--- config.mk ---
export PLATFORM = sky130hd
export DESIGN_NAME = pattern_mask_stream_core
export DESIGN_NICKNAME = d
export VERILOG_FILES = /design/src/rtl/core/pms_pkg.sv /design/src/rtl/core/pms_cfg_regs.sv /design/src/rtl/core/pms_match.sv /design/src/rtl/core/pms_burst_out.sv /design/src/rtl/core/pattern_mask_stream_core.sv
export SDC_FILE = /design/constraint.sdc
export NUM_CORES = 1
export LEC_CHECK = 0
export BUFFER_PORTS_ARGS = -buffer_cell sky130_fd_sc_hd__buf_2
export CAP_MARGIN = 20
export CORE_AREA = 3 3 223 225
export DETAILED_ROUTE_END_ITERATION = 6
export DIE_AREA = 0 0 226 228
export MAX_ROUTING_LAYER = met4
export PLACE_DENSITY = 0.57
export SYNTH_ARGS = -nofsm -noshare
export SYNTH_HDL_FRONTEND = slang
export SYNTH_SLANG_ARGS = --single-unit
--- constraint.sdc ---
create_clock -name clk -period 11.85 [get_ports clk]
set_input_delay 1.185 -clock clk [delete_from_list [all_inputs] [get_ports clk]]
set_output_delay 1.185 -clock clk [all_outputs]
set_load 0.03 [all_outputs]
--- src/rtl/core/pms_pkg.sv ---
// Shared types, constants and helpers for the pattern mask stream core.
// No dependencies; every other file in rtl/core imports this package.
`timescale 1ns / 1ps

package pms_pkg;

	localparam int MAX_PATTERN = 8;
	localparam int CNT_W       = $clog2(MAX_PATTERN + 1);
	localparam int IDX_W       = (MAX_PATTERN > 1) ? $clog2(MAX_PATTERN) : 1;
	localparam int CHAR_W      = 8;
	localparam int PAT_BYTES   = 8;
	localparam int LEN_REG_W   = 4;
	localparam int PAT_REG_W   = PAT_BYTES * CHAR_W;

	localparam int APB_ADDR_W   = 4;
	localparam int APB_DATA_W   = 64;
	localparam int CFG_ADDR_LSB = 3;

	localparam logic [CHAR_W-1:0] STAR_CHAR = 8'h2A;

	typedef logic [CHAR_W-1:0] char_t;

	typedef enum logic {
		CFG_PATTERN_LEN   = 1'b0,
		CFG_PATTERN_BYTES = 1'b1
	} cfg_reg_t;

	// One burst of output items produced by a single input item
	typedef struct packed {
		char_t [MAX_PATTERN-1:0] chars;
		logic [CNT_W-1:0]        len;
		logic                    last;
	} burst_t;

	// Clamp the programmed length into 1..MAX_PATTERN
	function automatic logic [CNT_W-1:0] eff_len(input logic [LEN_REG_W-1:0] n);
		logic [CNT_W-1:0] r;
		if (n == '0) begin
			r = CNT_W'(1);
		end else if (int'(n) > MAX_PATTERN) begin
			r = CNT_W'(MAX_PATTERN);
		end else begin
			r = CNT_W'(n);
		end
		return r;
	endfunction

	// Pattern byte k; positions past the register compare as zero
	function automatic char_t pat_byte(input logic [PAT_REG_W-1:0] bytes, input int k);
		char_t r;
		if (k >= PAT_BYTES) begin
			r = '0;
		end else begin
			r = bytes[CHAR_W*k +: CHAR_W];
		end
		return r;
	endfunction

endpackage

--- src/rtl/core/pms_cfg_regs.sv ---
// APB register file: pattern length and packed pattern bytes.
// Depends on pms_pkg.
`timescale 1ns / 1ps

module pms_cfg_regs (
	input  logic                           clk,
	input  logic                           arst_n,
	input  logic                           psel,
	input  logic                           penable,
	input  logic                           pwrite,
	input  logic [pms_pkg::APB_ADDR_W-1:0] paddr,
	input  logic [pms_pkg::APB_DATA_W-1:0] pwdata,
	output logic [pms_pkg::APB_DATA_W-1:0] prdata,
	output logic                           pready,
	output logic [pms_pkg::LEN_REG_W-1:0]  pattern_len,
	output logic [pms_pkg::PAT_REG_W-1:0]  pattern_bytes
);
	import pms_pkg::*;

	logic [LEN_REG_W-1:0] pattern_len_q;
	logic [PAT_REG_W-1:0] pattern_bytes_q;
	cfg_reg_t             reg_sel;
	logic                 wr_en;

	assign pready  = 1'b1;
	assign reg_sel = cfg_reg_t'(paddr[CFG_ADDR_LSB]);
	assign wr_en   = psel && penable && pwrite && pready;

	always_ff @(posedge clk or negedge arst_n) begin
		if (!arst_n) begin
			pattern_len_q   <= LEN_REG_W'(1);
			pattern_bytes_q <= '0;
		end else if (wr_en) begin
			unique case (reg_sel)
				CFG_PATTERN_LEN:   pattern_len_q   <= pwdata[LEN_REG_W-1:0];
				CFG_PATTERN_BYTES: pattern_bytes_q <= pwdata[PAT_REG_W-1:0];
				default: ;
			endcase
		end
	end

	always_comb begin
		unique case (reg_sel)
			CFG_PATTERN_LEN:   prdata = APB_DATA_W'(pattern_len_q);
			CFG_PATTERN_BYTES: prdata = APB_DATA_W'(pattern_bytes_q);
			default:           prdata = '0;
		endcase
	end

	assign pattern_len   = pattern_len_q;
	assign pattern_bytes = pattern_bytes_q;

endmodule

--- src/rtl/core/pms_match.sv ---
// Input register, pending window and combinational window compare.
// Turns each item into a burst of up to MAX_PATTERN output bytes. Depends on pms_pkg.
`timescale 1ns / 1ps

module pms_match (
	input  logic                          clk,
	input  logic                          arst_n,
	input  logic                          in_valid,
	output logic                          in_ready,
	input  pms_pkg::char_t                in_char,
	input  logic                          in_last,
	input  logic [pms_pkg::LEN_REG_W-1:0] pattern_len,
	input  logic [pms_pkg::PAT_REG_W-1:0] pattern_bytes,
	output logic                          burst_vld,
	input  logic                          burst_ready,
	output pms_pkg::burst_t               burst
);
	import pms_pkg::*;

	logic             item_vld_s1;
	char_t            char_s1;
	logic             last_s1;

	char_t            window_q [MAX_PATTERN];
	logic [CNT_W-1:0] count_q;

	char_t            seq      [MAX_PATTERN];
	char_t            window_d [MAX_PATTERN];
	logic [CNT_W:0]   pk       [MAX_PATTERN];
	logic [CNT_W:0]   src      [MAX_PATTERN];
	logic [MAX_PATTERN-1:0] match_vec;
	logic [CNT_W-1:0] len, m, p, e, cnt_d;
	logic             full, hit, fire;

	always_comb begin
		len = eff_len(pattern_len);
		m   = count_q + 1'b1;
		full = (m >= len);
		p   = m - len;

		// Pending bytes followed by the new one
		for (int j = 0; j < MAX_PATTERN; j++) begin
			seq[j] = (CNT_W'(j) == count_q) ? char_s1 : window_q[j];
		end

		// Compare the youngest len bytes against the pattern
		for (int k = 0; k < MAX_PATTERN; k++) begin
			pk[k] = {1'b0, p} + (CNT_W + 1)'(k);
			match_vec[k] = (CNT_W'(k) >= len) ||
				((pk[k] < (CNT_W + 1)'(MAX_PATTERN)) &&
				(seq[pk[k][IDX_W-1:0]] == pat_byte(pattern_bytes, k)));
		end
		hit = full && (&match_vec);

		// Emit a prefix: all on a hit or a flush, up to the oldest byte on a miss, none while filling
		if (full && !hit && !last_s1) begin
			e = p + 1'b1;
		end else if (full || last_s1) begin
			e = m;
		end else begin
			e = '0;
		end
		cnt_d = m - e;

		for (int j = 0; j < MAX_PATTERN; j++) begin
			burst.chars[j] = (hit && (CNT_W'(j) >= p)) ? STAR_CHAR : seq[j];
			src[j] = {1'b0, e} + (CNT_W + 1)'(j);
			window_d[j] = (src[j] < (CNT_W + 1)'(MAX_PATTERN)) ?
				seq[src[j][IDX_W-1:0]] : seq[j];
		end
		burst.len  = e;
		burst.last = last_s1;
	end

	assign fire      = item_vld_s1 && burst_ready;
	assign burst_vld = fire && (e != '0);
	assign in_ready  = !item_vld_s1 || fire;

	always_ff @(posedge clk or negedge arst_n) begin
		if (!arst_n) begin
			item_vld_s1 <= 1'b0;
			count_q     <= '0;
		end else begin
			if (in_ready) begin
				item_vld_s1 <= in_valid;
			end
			if (fire) begin
				count_q <= cnt_d;
			end
		end
	end

	always_ff @(posedge clk) begin
		if (in_ready && in_valid) begin
			char_s1 <= in_char;
			last_s1 <= in_last;
		end
		if (fire) begin
			window_q <= window_d;
		end
	end

	// A flush or a hit leaves the window empty
	a_flush_empties: assert property (@(posedge clk) disable iff (!arst_n)
		fire && last_s1 |=> count_q == '0)
		else $error("window not empty after flush");

	a_hit_empties: assert property (@(posedge clk) disable iff (!arst_n)
		fire && hit |=> count_q == '0)
		else $error("window not empty after match");

	a_count_hold: assert property (@(posedge clk) disable iff (!arst_n)
		!fire |=> $stable(count_q))
		else $error("window count moved without an item");

endmodule

--- src/rtl/core/pms_burst_out.sv ---
// Burst register and output serializer: one byte per cycle while m_ready holds.
// Depends on pms_pkg.
`timescale 1ns / 1ps

module pms_burst_out (
	input  logic            clk,
	input  logic            arst_n,
	input  logic            burst_vld,
	output logic            burst_ready,
	input  pms_pkg::burst_t burst,
	output logic            m_valid,
	input  logic            m_ready,
	output pms_pkg::char_t  m_char,
	output logic            m_last
);
	import pms_pkg::*;

	burst_t           burst_q;
	logic             busy_q;
	logic [IDX_W-1:0] idx_q;
	logic             at_end;
	logic             take;

	assign at_end      = (CNT_W'(idx_q) == burst_q.len - 1'b1);
	assign take        = busy_q && m_ready;
	assign burst_ready = !busy_q || (m_ready && at_end);

	always_ff @(posedge clk or negedge arst_n) begin
		if (!arst_n) begin
			busy_q <= 1'b0;
			idx_q  <= '0;
		end else if (burst_vld) begin
			busy_q <= 1'b1;
			idx_q  <= '0;
		end else if (take) begin
			if (at_end) begin
				busy_q <= 1'b0;
			end else begin
				idx_q <= idx_q + 1'b1;
			end
		end
	end

	always_ff @(posedge clk) begin
		if (burst_vld) begin
			burst_q <= burst;
		end
	end

	assign m_valid = busy_q;
	assign m_char  = burst_q.chars[idx_q];
	assign m_last  = burst_q.last && at_end;

	a_idx_in_burst: assert property (@(posedge clk) disable iff (!arst_n)
		busy_q |-> CNT_W'(idx_q) < burst_q.len)
		else $error("serializer index past burst length");

	a_stall_holds: assert property (@(posedge clk) disable iff (!arst_n)
		busy_q && !m_ready |=> busy_q && $stable(idx_q))
		else $error("serializer advanced while stalled");

	a_no_overwrite: assert property (@(posedge clk) disable iff (!arst_n)
		burst_vld |-> burst_ready)
		else $error("burst loaded over a pending one");

endmodule

--- src/rtl/core/pattern_mask_stream_core.sv ---
// Top level of the pattern mask stream core: replaces pattern hits with '*'.
// Depends on pms_pkg, pms_cfg_regs, pms_match and pms_burst_out.
//
//  channel   | direction | payload                        | handshake
//  ----------+-----------+--------------------------------+------------------------
//  s_axis    | in        | tdata[7:0]=in_char, tlast      | tvalid/tready
//  m_axis    | out       | tdata[7:0]=out_char, tlast     | tvalid/tready
//  apb       | in        | 0x0 pattern_len, 0x8 pattern   | psel/penable, pready=1
//
// An item waits in the input register, then its burst of output bytes is
// loaded into the burst register and sent one byte per cycle while the
// receiver is ready. Items yielding at most one byte sustain one item per
// cycle while it is ready; after an item that emits several bytes (a match,
// a flush on tlast, or the excess left pending by a shorter length, up to 8),
// the next item waits until the single-byte output port has sent them all.
// Reset clears the window count and the valid flags; no clearing pass is needed.
`timescale 1ns / 1ps

module pattern_mask_stream_core (
	input  logic                           clk,
	input  logic                           arst_n,
	input  logic                           s_axis_tvalid,
	output logic                           s_axis_tready,
	input  logic [7:0]                     s_axis_tdata,  // [7:0] in_char
	input  logic                           s_axis_tlast,
	output logic                           m_axis_tvalid,
	input  logic                           m_axis_tready,
	output logic [7:0]                     m_axis_tdata,  // [7:0] out_char
	output logic                           m_axis_tlast,
	input  logic                           psel,
	input  logic                           penable,
	input  logic                           pwrite,
	input  logic [pms_pkg::APB_ADDR_W-1:0] paddr,
	input  logic [pms_pkg::APB_DATA_W-1:0] pwdata,
	output logic [pms_pkg::APB_DATA_W-1:0] prdata,
	output logic                           pready
);
	import pms_pkg::*;

	logic [LEN_REG_W-1:0] pattern_len;
	logic [PAT_REG_W-1:0] pattern_bytes;
	logic                 burst_vld;
	logic                 burst_ready;
	burst_t               burst;

	pms_cfg_regs u_cfg (
		.clk           (clk),
		.arst_n        (arst_n),
		.psel          (psel),
		.penable       (penable),
		.pwrite        (pwrite),
		.paddr         (paddr),
		.pwdata        (pwdata),
		.prdata        (prdata),
		.pready        (pready),
		.pattern_len   (pattern_len),
		.pattern_bytes (pattern_bytes)
	);

	pms_match u_match (
		.clk           (clk),
		.arst_n        (arst_n),
		.in_valid      (s_axis_tvalid),
		.in_ready      (s_axis_tready),
		.in_char       (s_axis_tdata),
		.in_last       (s_axis_tlast),
		.pattern_len   (pattern_len),
		.pattern_bytes (pattern_bytes),
		.burst_vld     (burst_vld),
		.burst_ready   (burst_ready),
		.burst         (burst)
	);

	pms_burst_out u_out (
		.clk         (clk),
		.arst_n      (arst_n),
		.burst_vld   (burst_vld),
		.burst_ready (burst_ready),
		.burst       (burst),
		.m_valid     (m_axis_tvalid),
		.m_ready     (m_axis_tready),
		.m_char      (m_axis_tdata),
		.m_last      (m_axis_tlast)
	);

endmodule

== Yosys cells after proc, flatten, opt, wreduce, memory -nomap -nowiden ==
Index checks and enable logic that the tools add are counted.
Word-level totals
  flip-flop bits (word level): 219
  word-level logic and storage cells: 260
  input bits: 84
  output and inout port bits: 76
Cells by class
  muxes and demuxes: 77
  reduce and logical (&&, ||, !) cells: 52
  magnitude comparators: 51
  add/sub/neg operators: 20
  bitwise operators: 17
  equal/unequal tests: 17
Operator list (number)
  $bmux W8 S3: 17
  $mux W8: 49
  $pmux W64 S2: 1
  $lt A5 B4 Y1 const B: 14
  $eq A8 B8 Y1: 8
  $ge A4 B4 Y1 const B: 16
  $not A3 Y4: 16
  $add A4 B3 Y5 const B: 8
  $ge A3 B4 Y1 const A: 8
  $logic_and A1 B1 Y1: 27
  $add A4 B2 Y5 const B: 4
  $eq A3 B4 Y1 const A: 4
  $ge A1 B4 Y1 const A: 4
  $ge A2 B4 Y1 const A: 4
  $mux W4: 4
  $logic_or A1 B1 Y1: 11
  $add A4 B1 Y5 const B: 2
  $mux W3: 3
  $add A4 B1 Y4 const B: 2
  $eq A2 B4 Y1 const A: 2
  $logic_not A4 Y1: 2
  $lt A4 B4 Y1 const B: 2
  $reduce_and A2 Y1: 4
  $reduce_and A8 Y1: 1
  14 further kinds: 21

== Longest topological paths before layout ==
  word-level depth: 24
  depth in mapped cells: 36
  gate-level depth less buffers: 25

== Hierarchy ==
A second synthesis with hierarchy kept.
Unflattened totals
  cells, all modules: 1703
  area total of the unflattened synthesis: 18816.8 µm²
By module, submodules not included
  pms_match: seq. area each 2317.2 µm², cells each 1351, times used 1, area each 12594.6 µm²
  pms_cfg_regs: seq. area each 1702.9 µm², cells each 217, times used 1, area each 3250.6 µm²
  pms_burst_out: seq. area each 2172.1 µm², cells each 135, times used 1, area each 2971.6 µm²

== Worst setup path before layout ==
OpenSTA, ideal clock, no wires.
  kind: register to register
  from: register u_match.count_q[0]
  to: register u_out.busy_q (netlist: u_out.m_valid)
  cell stages (with the launch flop): 29
  clock period less this slack: 10478 ps
  setup time: 89 ps
  slack: 1372 ps
  arrival time: 10390 ps
  cells stage by stage: dfrtp_1 inv_1 ha_1 inv_1 fa_1 buf_2 inv_1 buf_2 buf_2 buf_1 ha_1 clkbuf_1 mux2_2 and3_1 a211oi_1 o22ai_1 or3_1 a221o_1 o41ai_2 nand4_1 o41ai_2 a32oi_2 buf_6 buf_8 buf_8 buf_8 ha_1 a31oi_1 or2_2
Between the ends
  word-level cells in the longest chain between the ends: 20
  elaborated cells between the ends (all ways): 105
  those cells by class: 10 x add/sub; 9 x order compare; 15 x eq/ne; 35 x mux; 8 x bitwise; 28 x reduce/logical
Ends and longest elaborated chain
  start: declaration: RTL line pms_match.sv:25  | logic [CNT_W-1:0] count_q;
  start signal: assignment: RTL line pms_match.sv:88  | count_q <= cnt_d;
  $add A4 B1 Y4: RTL line pms_match.sv:37  | m = count_q + 1'b1;
  $sub A4 B4 Y4: RTL line pms_match.sv:39  | p = m - len;
  $add A4 B1 Y5 (tied with other cells): RTL line pms_match.sv:48  | pk[k] = {1'b0, p} + (CNT_W + 1)'(k);
  $not A3 Y4 (implied by the code): RTL line pms_match.sv:51  | (seq[pk[k][IDX_W-1:0]] == pat_byte(pattern_bytes, k)));
  $bmux W8 S3: RTL line pms_match.sv:51
  $mux W8 (implied by the code) (2 in a row): RTL line pms_match.sv:51
  $eq A8 B8 Y1: RTL line pms_match.sv:51
  $logic_and A1 B1 Y1: RTL line pms_match.sv:50  | ((pk[k] < (CNT_W + 1)'(MAX_PATTERN)) &&
  (+3 left out)
  $logic_not A1 Y1: RTL line pms_match.sv:56  | if (full && !hit && !last_s1) begin
  $logic_and A1 B1 Y1 (2 in a row): RTL line pms_match.sv:56
  $mux W4 (*): RTL line pms_match.sv:56
  $reduce_bool A4 Y1 (*): RTL line pms_match.sv:76  | assign burst_vld = fire && (e != '0);
  $logic_and A1 B1 Y1 (*): RTL line pms_match.sv:76
  net burst_vld: RTL line pattern_mask_stream_core.sv:42  | logic burst_vld;
  $reduce_bool A2 Y1 (no source line)
  $reduce_and A2 Y1 (no source line)
  end signal: assignment: RTL line pms_burst_out.sv:30  | busy_q <= 1'b0;
  end signal: assignment: RTL line pms_burst_out.sv:33  | busy_q <= 1'b1;
  end signal: assignment: RTL line pms_burst_out.sv:37  | busy_q <= 1'b0;
  end: declaration: RTL line pms_burst_out.sv:19  | logic busy_q;
The timed path passes the listed nets; every way through them passes the cells marked *. The select of a mux whose other input is x is not followed.
A chain may end at the register's enable or synchronous reset.

==> impl_metrics.json <==
{
  "status": "finished clean",
  "firstDrtPassIters": 6,
  "nets": 1996,
  "layout-drive-gt1-share": 0.288,
  "wl_um": 85100,
  "crit_type": "reg -> reg",
  "grt_overflow_total": 0,
  "slew_headroom": 0.233,
  "cts_tree": "yes",
  "first_iter_violations": 2282,
  "start_util": 0.400,
  "clk_latency_ps": 570,
  "hold_viol": 0,
  "synth-edff-count": 142,
  "postCtsSetupBuffers": 0,
  "coreArea_um2": 47700,
  "critPathMaxFanout": 45,
  "async_reset_ff_frac": 0.352,
  "critPathCaptureType": "flip-flop",
  "hpwl_um": 63900,
  "skew_ps": 10.8,
  "root_buffer": "clkbuf_16",
  "die_h_um": 228,
  "ys_warn_count": 0,
  "synth_cell_types": 94,
  "hp-class": "in -> async",
  "area_growth_pct": 11.7,
  "start_kind": "flip-flop",
  "worstSetupEndpoint": "u_match.window_q[14]$_DFFE_PP_",
  "rsz0062_at_grt": "no",
  "worstRegToRegCells": 24,
  "track_usage": 0.333,
  "avgRoutedWirePerCell_um": 33.7,
  "worst_pin_slew_ps": 1140,
  "syn-num-nets": 1891,
  "htreeDepth": 1,
  "slew_viol_final": 0,
  "io_pins": 160,
  "clk_pin_slew_ps": 60,
  "fin_crit_ps": 9870,
  "viasPerCell": 6.82,
  "netlist_area_um2": 19100,
  "critPathRequiredTime_ps": 12190,
  "dieArea_um2": 51500,
  "cp_data_arrival_time_ps": 10210,
  "cts_buffers": 27,
  "antenna_found_initial": 2,
  "maxCapViolCount": 0,
  "grt_first_pass_wirelength_um": 122000,
  "synthCells": 1781,
  "route.met3.wl_um": 9070,
  "std_cell_rows": 80,
  "vias": 17210,
  "gp_congestion": 1.08,
  "ys_seq_area_frac": 0.324,
  "cts_hold_buffers": 0,
  "period_share": 0.833,
  "ctsResizeCount": 0,
  "layout_commonest_cell": "mux2i_1",
  "synth_seq_cells": 219,
  "met1_length_um": 34000,
  "wl_met2_um": 37200,
  "tns_ps": 0,
  "rrSetupSlack_ps": 1980,
  "setup_viol": 0,
  "synth_ff_type": "edfxtp_1",
  "die_w_um": 226,
  "r2r_start": "u_match.count_q[0]$_DFFE_PN0P_",
  "avgSynthCellArea_um2": 10.7,
  "most-common-layout-cells": "mux2i_1, buf_2, mux2_2, edfxtp_1, nor2_1",
  "highest_layer": "met4",
  "grt_pass1_vias": 16780,
  "reg2reg_to": "u_match.window_q[14]$_DFFE_PP_",
  "startpoint": "u_match.count_q[0]$_DFFE_PN0P_",
  "io_buffers": 155,
  "clk_path_buf_depth": 3,
  "cts_sinks": 219,
  "drc": 0,
  "grt_max_degree": 101,
  "max_clock_freq_mhz": 101,
  "ant_nets": 0
}
-- logic make-up (layout without fill, tap and decap cells) --
kind of cell	count (synthesis)	after routing	synth area share
muxes	438	438	0.304
DFF	219	219	0.324
other	1	3	0.000196
and+or+nand+nor	555	555	0.157
AOI/OAI and AO/OA	298	298	0.117
adders and majority gates	26	26	0.0178
buffers and inverters	169	295	0.0432
xor gates and xnor gates	75	75	0.0371
-- cell usage after synthesis, drive strengths merged, types with 34 or more instances --
cell      n  area (um^2)
clkbuf   73          274
nor2    129          492
a21oi    38          205
edfxtp  142         4260
mux2    161         1820
buf      66          439
and3     34          213
xnor2    39          349
dfrtp    76         1900
and2     75          469
nand3    42          210
nand2    92          345
nor3     49          245
o21ai    37          196
mux4     90         2030
mux2i   187         1970
-- critical path, cell delays in order (launching register included) --
cell	delay, ps
dfrtp_1	490
inv_1	160
ha_1	400
inv_1	130
fa_2	580
buf_4	460
inv_1	130
buf_4	360
ha_1	410
buf_4	370
mux2i_1	670
nor3_1	90
a222oi_1	660
mux4_2	400
xnor2_1	80
o41ai_2	470
o2111ai_1	280
or4_1	870
a32o_1	400
buf_4	230
inv_2	90
buf_4	380
ha_1	670
mux4_2	410
mux2i_1	330
-- flip-flops by register name, indices dropped and copies added (netlist names) --
register             count
u_out.m_valid            1
u_match.last_s1          1
u_match.item_vld_s1      1
u_out.burst_q           69
u_match.count_q          4
u_cfg.pattern_len        4
u_match.window_q        64
u_match.char_s1          8
u_out.idx_q              3
u_cfg.pattern_bytes     64
-- worst min path at each step --
stage	cells past startpoint	slack, ps	endpoint	start
6_report	1	510	u_cfg.pattern_bytes[18]$_DFFE_PN0P_	arst_n
5_1_grt	1	530	u_cfg.pattern_bytes[18]$_DFFE_PN0P_	arst_n
4_1_cts	2	530	u_match.item_vld_s1$_DFFE_PN0N_	u_match.item_vld_s1$_DFFE_PN0N_
3_5_place_dp	2	520	u_match.item_vld_s1$_DFFE_PN0N_	u_match.item_vld_s1$_DFFE_PN0N_
3_3_place_gp	2	510	u_match.item_vld_s1$_DFFE_PN0N_	u_match.item_vld_s1$_DFFE_PN0N_
2_1_floorplan	1	500	u_cfg.pattern_bytes[54]$_DFFE_PN0P_	u_cfg.pattern_bytes[54]$_DFFE_PN0P_
-- layer usage --
layer | vias to the layer above | GRT usage
met3 | 253 | 0.0734
met4 | 0 | 0.150
met5 | - | -
li1 | 7171 | -
met2 | 1120 | 0.486
met1 | 8666 | 0.442
-- cell type report --
| cell class | count | area (um^2) |
|---|---|---|
| clock buffer | 43 | 797 |
| fill | 4487 | 26400 |
| multi-input combinational | 1393 | 12200 |
| tap | 615 | 769 |
| antenna | 2 | 5.00 |
| clock inverter | 7 | 46.3 |
| sequential | 219 | 6190 |
| timing repair buffer | 215 | 1260 |
| inverter | 30 | 113 |
-- per-stage QoR --
| step | utilization | hold slack (ps) | setup slack [ps] | std cells | instance area [um^2] |
|---|---|---|---|---|---|
| after floorplan | - | 502 | 1370 | 1781 | 19100 |
| after global placement | 0.428 | 509 | 2430 | 2468 | 20400 |
| after detailed placement | 0.428 | 517 | 2340 | 2469 | 20400 |
| after CTS | 0.446 | 534 | 2310 | 2519 | 21300 |
| after global routing | 0.447 | 530 | 1790 | 2524 | 21300 |
| final | 0.447 | 511 | 1980 | 2524 | 21300 |
Power is not shown: default switching activity piles up to over one toggle a cycle in this logic, so the estimate is an artifact.
